===== src/sv/slts_pkg.sv =====
`timescale 1ns / 1ps

package slts_pkg;

  localparam int MAX_CHARS   = 32;
  localparam int NUM_UNITS   = 4;
  localparam int GLYPH_COLS  = 5;
  localparam int GLYPH_W     = 6;
  localparam int STRIP_COLS  = (NUM_UNITS + 1) * GLYPH_W;

  localparam int SLOT_W      = $clog2(MAX_CHARS);
  localparam int LEN_W       = SLOT_W + 1;
  localparam int UNIT_W      = $clog2(NUM_UNITS);
  localparam int COL_W       = 3;
  localparam int SHIFT_W     = 3;
  localparam int STRIP_IDX_W = $clog2(STRIP_COLS);
  localparam int PERIOD_W    = 16;
  localparam int MODE_W      = 2;
  localparam int CMD_W       = 2;
  localparam int ROW_W       = 7;
  localparam int SEL_W       = 5;
  localparam int CFG_IDX_W   = 1;
  localparam int CFG_DATA_W  = 16;

  localparam logic [CMD_W-1:0] CMD_TICK  = 2'd0;
  localparam logic [CMD_W-1:0] CMD_WRITE = 2'd1;
  localparam logic [CMD_W-1:0] CMD_FILL  = 2'd2;

  localparam logic [MODE_W-1:0] MODE_STATIC = 2'd0;
  localparam logic [MODE_W-1:0] MODE_ONCE   = 2'd1;
  localparam logic [MODE_W-1:0] MODE_LOOP   = 2'd2;

  localparam logic [CFG_IDX_W-1:0] REG_DISPLAY_MODE  = 1'd0;
  localparam logic [CFG_IDX_W-1:0] REG_SCROLL_PERIOD = 1'd1;

  localparam logic [MODE_W-1:0]   DISPLAY_MODE_RST  = MODE_STATIC;
  localparam logic [PERIOD_W-1:0] SCROLL_PERIOD_RST = 16'd100;
  localparam logic [SEL_W-1:0]    SEL_ALL           = 5'h1F;

  typedef logic [ROW_W-1:0] col_t;
  typedef col_t [GLYPH_COLS-1:0] glyph_t;

  typedef struct packed {
    logic [CMD_W-1:0]  cmd;
    logic [SLOT_W-1:0] slot;
    logic [ROW_W-1:0]  glyph_col0;
    logic [ROW_W-1:0]  glyph_col1;
    logic [ROW_W-1:0]  glyph_col2;
    logic [ROW_W-1:0]  glyph_col3;
    logic [ROW_W-1:0]  glyph_col4;
    logic              end_of_text;
  } in_item_t;

  typedef struct packed {
    logic [ROW_W-1:0]  row_bits;
    logic [SEL_W-1:0]  column_select_n;
    logic [UNIT_W-1:0] unit_latch;
  } out_item_t;

  typedef struct packed {
    logic             tick;
    logic             fill;
    logic             restart;
    logic [LEN_W-1:0] new_len;
  } scroll_ctl_t;

endpackage


===== src/sv/slts_glyph_store.sv =====
`timescale 1ns / 1ps

module slts_glyph_store (
  input  logic                  clk,
  input  logic                  wr_en,
  input  logic [slts_pkg::SLOT_W-1:0] wr_slot,
  input  slts_pkg::glyph_t      wr_glyph,
  input  logic [slts_pkg::SLOT_W-1:0] rd_index,
  output slts_pkg::glyph_t      rd_glyph,
  output slts_pkg::glyph_t      head [slts_pkg::NUM_UNITS+1]
);
  import slts_pkg::*;

  glyph_t store [MAX_CHARS];

  always_ff @(posedge clk) begin
    if (wr_en) begin
      store[wr_slot] <= wr_glyph;
    end
  end

  assign rd_glyph = store[rd_index];

  // the fill beat only ever needs the leading glyphs
  for (genvar g = 0; g <= NUM_UNITS; g++) begin : g_head
    assign head[g] = store[g];
  end

endmodule


===== src/sv/slts_window.sv =====
`timescale 1ns / 1ps

module slts_window (
  input  logic                          clk,
  input  logic                          rst,
  input  slts_pkg::scroll_ctl_t         ctl,
  input  logic [slts_pkg::MODE_W-1:0]   display_mode,
  input  logic [slts_pkg::PERIOD_W-1:0] scroll_period,
  input  slts_pkg::glyph_t              head [slts_pkg::NUM_UNITS+1],
  input  slts_pkg::glyph_t              rd_glyph,
  output logic [slts_pkg::SLOT_W-1:0]   rd_index,
  output slts_pkg::col_t                strip_view [slts_pkg::STRIP_COLS],
  output logic [slts_pkg::SHIFT_W-1:0]  shift_view
);
  import slts_pkg::*;

  col_t                strip [STRIP_COLS];
  col_t                strip_next [STRIP_COLS];
  logic [PERIOD_W-1:0] tick_count, tick_count_next;
  logic [SHIFT_W-1:0]  sub_shift, sub_shift_next;
  logic [LEN_W-1:0]    next_index, next_index_next;
  logic [LEN_W-1:0]    text_length, text_length_next;
  logic                finished, finished_next;

  logic                scroll_on;
  logic [PERIOD_W-1:0] period_eff;
  logic                tick_wrap;
  logic [LEN_W-1:0]    idx_m;
  logic                fin_m;
  logic                take_glyph;
  glyph_t              enter;
  glyph_t              fill_glyph;

  always_comb begin
    scroll_on  = ctl.tick && ((display_mode == MODE_ONCE && !finished) ||
                              display_mode == MODE_LOOP);
    period_eff = (scroll_period == '0) ? PERIOD_W'(1) : scroll_period;
    tick_wrap  = ({1'b0, tick_count} + (PERIOD_W+1)'(1)) >= {1'b0, period_eff};

    // text wraps or ends before the next glyph is fetched
    idx_m = next_index;
    fin_m = finished;
    if (next_index >= text_length) begin
      if (display_mode == MODE_ONCE) begin
        fin_m = 1'b1;
      end
      idx_m = '0;
    end
    take_glyph = !fin_m && (text_length != '0);
    rd_index   = idx_m[SLOT_W-1:0];
    enter      = take_glyph ? rd_glyph : '0;
  end

  always_comb begin
    strip_next       = strip;
    tick_count_next  = tick_count;
    sub_shift_next   = sub_shift;
    next_index_next  = next_index;
    text_length_next = text_length;
    finished_next    = finished;
    fill_glyph       = '0;
    priority if (ctl.restart) begin
      text_length_next = ctl.new_len;
      tick_count_next  = '0;
      sub_shift_next   = '0;
      next_index_next  = '0;
      finished_next    = 1'b0;
    end else if (ctl.fill) begin
      for (int g = 0; g <= NUM_UNITS; g++) begin
        fill_glyph = (LEN_W'(g) < text_length) ? head[g] : '0;
        for (int j = 0; j < GLYPH_COLS; j++) begin
          strip_next[g*GLYPH_W + j] = fill_glyph[j];
        end
        strip_next[g*GLYPH_W + GLYPH_COLS] = '0;
      end
    end else if (scroll_on) begin
      if (tick_wrap) begin
        tick_count_next = '0;
        if (sub_shift >= SHIFT_W'(GLYPH_W - 1)) begin
          sub_shift_next  = '0;
          finished_next   = fin_m;
          next_index_next = take_glyph ? idx_m + LEN_W'(1) : idx_m;
          for (int i = 0; i < NUM_UNITS*GLYPH_W; i++) begin
            strip_next[i] = strip[i + GLYPH_W];
          end
          for (int j = 0; j < GLYPH_COLS; j++) begin
            strip_next[NUM_UNITS*GLYPH_W + j] = enter[j];
          end
          strip_next[STRIP_COLS-1] = '0;
        end else begin
          sub_shift_next = sub_shift + SHIFT_W'(1);
        end
      end else begin
        tick_count_next = tick_count + PERIOD_W'(1);
      end
    end
  end

  always_ff @(posedge clk) begin
    if (rst) begin
      for (int i = 0; i < STRIP_COLS; i++) begin
        strip[i] <= '0;
      end
      tick_count  <= '0;
      sub_shift   <= '0;
      next_index  <= '0;
      text_length <= '0;
      finished    <= 1'b0;
    end else begin
      strip       <= strip_next;
      tick_count  <= tick_count_next;
      sub_shift   <= sub_shift_next;
      next_index  <= next_index_next;
      text_length <= text_length_next;
      finished    <= finished_next;
    end
  end

  // the scan reads the window as it stands after this beat's scroll step
  assign strip_view = strip_next;
  assign shift_view = sub_shift_next;

endmodule


===== src/sv/slts_scan.sv =====
`timescale 1ns / 1ps

module slts_scan (
  input  logic                         clk,
  input  logic                         rst,
  input  slts_pkg::scroll_ctl_t        ctl,
  input  slts_pkg::col_t               strip_view [slts_pkg::STRIP_COLS],
  input  logic [slts_pkg::SHIFT_W-1:0] shift_view,
  input  logic                         out_ready,
  output logic                         out_valid,
  output slts_pkg::out_item_t          out_data
);
  import slts_pkg::*;

  logic [UNIT_W-1:0]      scan_unit, scan_unit_next;
  logic [COL_W-1:0]       scan_column, scan_column_next;
  logic [STRIP_IDX_W-1:0] pos;
  out_item_t              result;

  always_comb begin
    pos = STRIP_IDX_W'(scan_unit) * STRIP_IDX_W'(GLYPH_W) +
          STRIP_IDX_W'(scan_column) + STRIP_IDX_W'(shift_view);
    result.row_bits        = (int'(pos) < STRIP_COLS) ? strip_view[pos] : '0;
    result.column_select_n = SEL_ALL &
        ~(SEL_W'(1) << (COL_W'(GLYPH_COLS - 1) - scan_column));
    result.unit_latch      = scan_unit;
  end

  // unit steps every tick; the column steps after the last unit
  always_comb begin
    scan_unit_next   = scan_unit;
    scan_column_next = scan_column;
    priority if (ctl.restart) begin
      scan_unit_next   = '0;
      scan_column_next = '0;
    end else if (ctl.tick) begin
      if (scan_unit == UNIT_W'(NUM_UNITS - 1)) begin
        scan_unit_next   = '0;
        scan_column_next = (scan_column == COL_W'(GLYPH_COLS - 1)) ?
                           '0 : scan_column + COL_W'(1);
      end else begin
        scan_unit_next = scan_unit + UNIT_W'(1);
      end
    end
  end

  always_ff @(posedge clk) begin
    if (rst) begin
      scan_unit   <= '0;
      scan_column <= '0;
      out_valid   <= 1'b0;
    end else begin
      scan_unit   <= scan_unit_next;
      scan_column <= scan_column_next;
      if (ctl.tick) begin
        out_valid <= 1'b1;
      end else if (out_ready) begin
        out_valid <= 1'b0;
      end
    end
  end

  always_ff @(posedge clk) begin
    if (ctl.tick) begin
      out_data <= result;
    end
  end

endmodule


===== src/sv/scrolling_led_text_scanner.sv =====
`timescale 1ns / 1ps
// A tick beat shows its column in the cycle after acceptance.
// Throughput: one beat per cycle; a new beat is taken while the result
// register is empty or being drained in the same cycle.
// Reset (synchronous, active high) clears window, counters and scan position
// and returns the configuration to its defaults (static mode, period 100);
// the glyph store holds no value until written.

module scrolling_led_text_scanner (
  input  logic                              clk,
  input  logic                              rst,
  input  logic                              in_valid,
  output logic                              in_ready,
  input  slts_pkg::in_item_t                in_data,
  output logic                              out_valid,
  input  logic                              out_ready,
  output slts_pkg::out_item_t               out_data,
  input  logic                              cfg_we,
  input  logic [slts_pkg::CFG_IDX_W-1:0]    cfg_index,
  input  logic [slts_pkg::CFG_DATA_W-1:0]   cfg_data
);
  import slts_pkg::*;

  logic [MODE_W-1:0]   display_mode;
  logic [PERIOD_W-1:0] scroll_period;
  logic                accept;
  logic                wr_en;
  glyph_t              wr_glyph;
  scroll_ctl_t         ctl;
  glyph_t              head [NUM_UNITS+1];
  glyph_t              rd_glyph;
  logic [SLOT_W-1:0]   rd_index;
  col_t                strip_view [STRIP_COLS];
  logic [SHIFT_W-1:0]  shift_view;

  always_ff @(posedge clk) begin
    if (rst) begin
      display_mode  <= DISPLAY_MODE_RST;
      scroll_period <= SCROLL_PERIOD_RST;
    end else if (cfg_we) begin
      unique case (cfg_index)
        REG_DISPLAY_MODE:  display_mode  <= cfg_data[MODE_W-1:0];
        REG_SCROLL_PERIOD: scroll_period <= cfg_data[PERIOD_W-1:0];
        default: ;
      endcase
    end
  end

  assign in_ready = !out_valid || out_ready;
  assign accept   = in_valid && in_ready;

  always_comb begin
    wr_en       = accept && (in_data.cmd == CMD_WRITE);
    wr_glyph    = {in_data.glyph_col4, in_data.glyph_col3, in_data.glyph_col2,
                   in_data.glyph_col1, in_data.glyph_col0};
    ctl.tick    = accept && (in_data.cmd == CMD_TICK);
    ctl.fill    = accept && (in_data.cmd == CMD_FILL);
    ctl.restart = wr_en && in_data.end_of_text;
    ctl.new_len = LEN_W'(in_data.slot) + LEN_W'(1);
  end

  slts_glyph_store u_store (
    .clk      (clk),
    .wr_en    (wr_en),
    .wr_slot  (in_data.slot),
    .wr_glyph (wr_glyph),
    .rd_index (rd_index),
    .rd_glyph (rd_glyph),
    .head     (head)
  );

  slts_window u_window (
    .clk           (clk),
    .rst           (rst),
    .ctl           (ctl),
    .display_mode  (display_mode),
    .scroll_period (scroll_period),
    .head          (head),
    .rd_glyph      (rd_glyph),
    .rd_index      (rd_index),
    .strip_view    (strip_view),
    .shift_view    (shift_view)
  );

  slts_scan u_scan (
    .clk        (clk),
    .rst        (rst),
    .ctl        (ctl),
    .strip_view (strip_view),
    .shift_view (shift_view),
    .out_ready  (out_ready),
    .out_valid  (out_valid),
    .out_data   (out_data)
  );

endmodule


===== config.mk =====
export PLATFORM = sky130hd
export DESIGN_NAME = scrolling_led_text_scanner
export DESIGN_NICKNAME = d
export VERILOG_FILES = /design/src/sv/slts_pkg.sv /design/src/sv/slts_glyph_store.sv /design/src/sv/slts_window.sv /design/src/sv/slts_scan.sv /design/src/sv/scrolling_led_text_scanner.sv
export SDC_FILE = /design/constraint.sdc
export NUM_CORES = 2
export LEC_CHECK = 0
export ABC_AREA = 1
export ABC_CLOCK_PERIOD_IN_PS = 13950
export BUFFER_PORTS_ARGS = -buffer_cell sky130_fd_sc_hd__buf_4
export CORE_UTILIZATION = 44
export CTS_CLUSTER_SIZE = 24
export DETAILED_ROUTE_END_ITERATION = 10
export PLACE_DENSITY_LB_ADDON = 0.12
export SETUP_SLACK_MARGIN = 0.02
export SLEW_MARGIN = 40
export SYNTH_ARGS = -nofsm -noshare
export SYNTH_HDL_FRONTEND = slang
export SYNTH_SLANG_ARGS = --single-unit

===== constraint.sdc =====
create_clock -name clk -period 13.95 [get_ports clk]
set_input_delay 0.6975 -clock clk [delete_from_list [all_inputs] [get_ports clk]]
set_output_delay 0.6975 -clock clk [all_outputs]
set_load 0.005 [all_outputs]

==> out/metrics.yaml <==
status: "finished clean"
via_per_inst: 5.59
worst-setup-path-type: "flip-flop to flip-flop"
core-area_mm2: 0.138
port_buffers: 80
drcViolationCount: 0
hold_class: "primary input to flip-flop"
post_cts_resized: 0
rows: 136
place_congestion: 0.903
synth_top_area_share_pct: 55.3
max_stage_delay_ns: 1.03
drt_iter0_drc: 4822
hold_slack_ns: 0.130
synth_cell_types: 44
routed_wl_um: 191000
avgSynthCellArea_um2: 9.75
slowest_stage: "fa_1"
nFillCells: 12664
path_clk_slew_ns: 0.06
seq_area_frac_synth_pct: 63.9
rsz0062_at_grt: "no"
vias: 45960
cts_buffers: 151
ys_ff_latch: 1400
worstMarginPinSlew_ns: 1.05
final-hold-violation-count: 0
yosys.area.top_type: "edfxtp_1"
cap_violations: 0
ant_nets: 0
cpLargestDelayFamily: "simple AND/OR/NAND/NOR gates"
fin_area_mm2: 0.0689
die_h_um: 376
setup_tns_ns: 0
cts_tree: "yes"
netlist_area_mm2: 0.0616
p_comb_share_pct: 3.1
netlist_top_cells_area: "edfxtp_1 (55%), nand2_1 (11%), dfxtp_1 (8.6%)"
final-setup-viol-count: 0
pwr-share-seq_pct: 51.3
setup_ws_ns: 6.32
peakVddDrop_mv: 0.0894
slew_headroom_pct: 30.3
post-route-period-util_pct: 54.7
yosysMostFrequentCell: "nand2_1"
worst-path-max-fanout: 38
die-area_mm2: 0.142
period_minus_slack_ns: 7.63
wl_per_cell_um: 23.2
die_w_um: 376
syn_inst: 6319
met3_usage_pct: 3.77
clkSinkCount: 1400
antenna_found_initial: 1
cp.required_ns: 14.61
async_reset_ff_share_pct: 0
area_growth_pct: 11.8
synth_nets: 6429
grt_util_met2_pct: 43.0
met1_usage_pct: 38.1
grt.busiest_layer: "met2"
p_int_w: 0.00693
slew_viol_final: 0
drtPass1Iterations: 6
clock_path_buffers: 3
synthTopCellsByCount: "nand2_1 (1857), edfxtp_1 (1134), nand3_1 (1042)"
root_buffer: "clkbuf_16"
start_kind: "flip-flop"
synth_edf_count: 1134
post-cts-setup-buffers: 0
yosys_warnings: 0
cpMostUsedCell: "nand2_1"
p_leak_nw: 24.8
fin_nets: 6341
grt_usage_pct: 26.8
p_per_area_mw_per_mm2: 129
grt_max_degree: 178
ios: 81
htreeDepth: 4
place_area_mm2: 0.0638
worstPathArrival_ns: 8.29
fmax_mhz: 131
clockPowerShare_pct: 45.6
grt_pass1_wl_um: 286000
start_util_pct: 44.6
worstSetupEndpointType: "flip-flop"
cts_hold_buf: 0
clock-skew-final_ns: 0.0185
switching_power_w: 0.00192
grt_pass1_vias: 44067
synth_top_flop_cell: "edfxtp_1"
dp_hpwl_um: 106000
p_sw_share_pct: 21.7
drive_gt1_share_pct: 7.35
grt_overflow: 0
cp_num_buf_inv: 7
clk_latency_ns: 0.80
place_ws_ns: 6.38
## per-stage QoR
| step | std cells | utilization (%) | total power (W) |
|---|---|---|---|
| after floorplan | 6319 | - | 0.00476 |
| after global placement | 7937 | 46.2 | 0.00490 |
| after detailed placement | 7938 | 46.2 | 0.00490 |
| after CTS | 8213 | 49.8 | 0.00891 |
| after global routing | 8217 | 49.8 | 0.00909 |
| final | 8218 | 49.8 | 0.00885 |
## kinds of logic (layout without fill, tap and decap cells)
family	Yosys count	count (layout)	share of synthesized area, %
adders and majority gates	45	45	0.950
DFF	1400	1400	63.9
xor gates and xnor gates	18	18	0.256
and+or+nand+nor	3309	3309	22.8
other	0	2	0
buffers and inverters	792	826	5.31
AOI/OAI and AO/OA	755	755	6.78
## power groups by stage
stage                     Sequential [W]  Combinational (W)  Clock [W]
after detailed placement         0.00463           0.000270          0
after global placement           0.00463           0.000267          0
after floorplan                  0.00463           0.000124          0
final                            0.00454           0.000274    0.00404
after CTS                        0.00454           0.000271    0.00409
after global routing             0.00454           0.000295    0.00425
## state kept, by name, summed over array words and instances, names as in the netlist, 3 cells and up
| signal | flops |
|---|---|
| u_scan.scan_column | 3 |
| u_window.next_index | 6 |
| u_window.tick_count | 16 |
| u_window.sub_shift | 3 |
| u_scan.out_data | 14 |
| u_window.text_length | 6 |
| u_window.strip | 210 |
| scroll_period | 16 |
| u_store.store | 1120 |
## path summary, 6_finish.rpt
kind              depth (start not counted)                       to  slack (ns)                     from
hold reg to reg                           2  u_window.text_length[0]        0.49  u_window.text_length[0]
setup reg to reg                         33      u_scan.out_data[13]        6.32   u_window.tick_count[0]
hold / removal                            3         scroll_period[5]        0.13              cfg_data[5]
setup / recovery                         33      u_scan.out_data[13]        6.32   u_window.tick_count[0]
## layout make-up
class	instances	area, µm²	share of cell area, %
multi-input combinational	4127	19300	28.0
tap	1863	2330	3.38
timing repair buffer	174	1470	2.13
clock buffer	195	4090	5.93
inverter	377	1450	2.11
antenna	2	5.00	0.00727
sequential	1400	39400	57.2
clock inverter	80	865	1.26
## worst reg2reg max path: cells and delay by family, from the launching register on
family                     cells  cell delay (ns)
DFF                            1             0.40
and+or+nand+nor               16             2.56
AOI/OAI and AO/OA              5             0.69
buffers and inverters          7             1.59
adders and majority gates      5             2.27
## cells in the final DEF (no fill, tap or decap), types with 5 or more instances in the layout
cell type,n
nor2_4,34
clkbuf_8,10
a211oi_1,10
clkbuf_16,153
a31oi_1,29
nand3_1,1040
buf_6,9
nor4_1,5
o211ai_1,101
xor2_1,14
clkbuf_1,32
edfxtp_1,1134
buf_4,156
ha_1,41
nor3_1,18
clkinv_8,8
inv_2,12
nand2_2,9
o21ai_0,118
bufinv_16,14
inv_1,352
nor2_1,254
dfxtp_1,265
clkinv_2,21
o21ai_1,33
a21oi_1,430
clkinv_1,36
nand4_1,81
buf_12,7
nand2_1,1852
o22ai_1,14
a22oi_1,11
## per-layer routing
| layer | share of wire (%) | vias to the layer above |
|---|---|---|
| li1 | - | 21622 |
| met1 | 44 | 22373 |
| met2 | 47 | 1699 |
| met3 | 7.2 | 266 |
| met4 | 2.3 | 0 |
| met5 | 0 | - |
(Power assumes the default switching activity.)
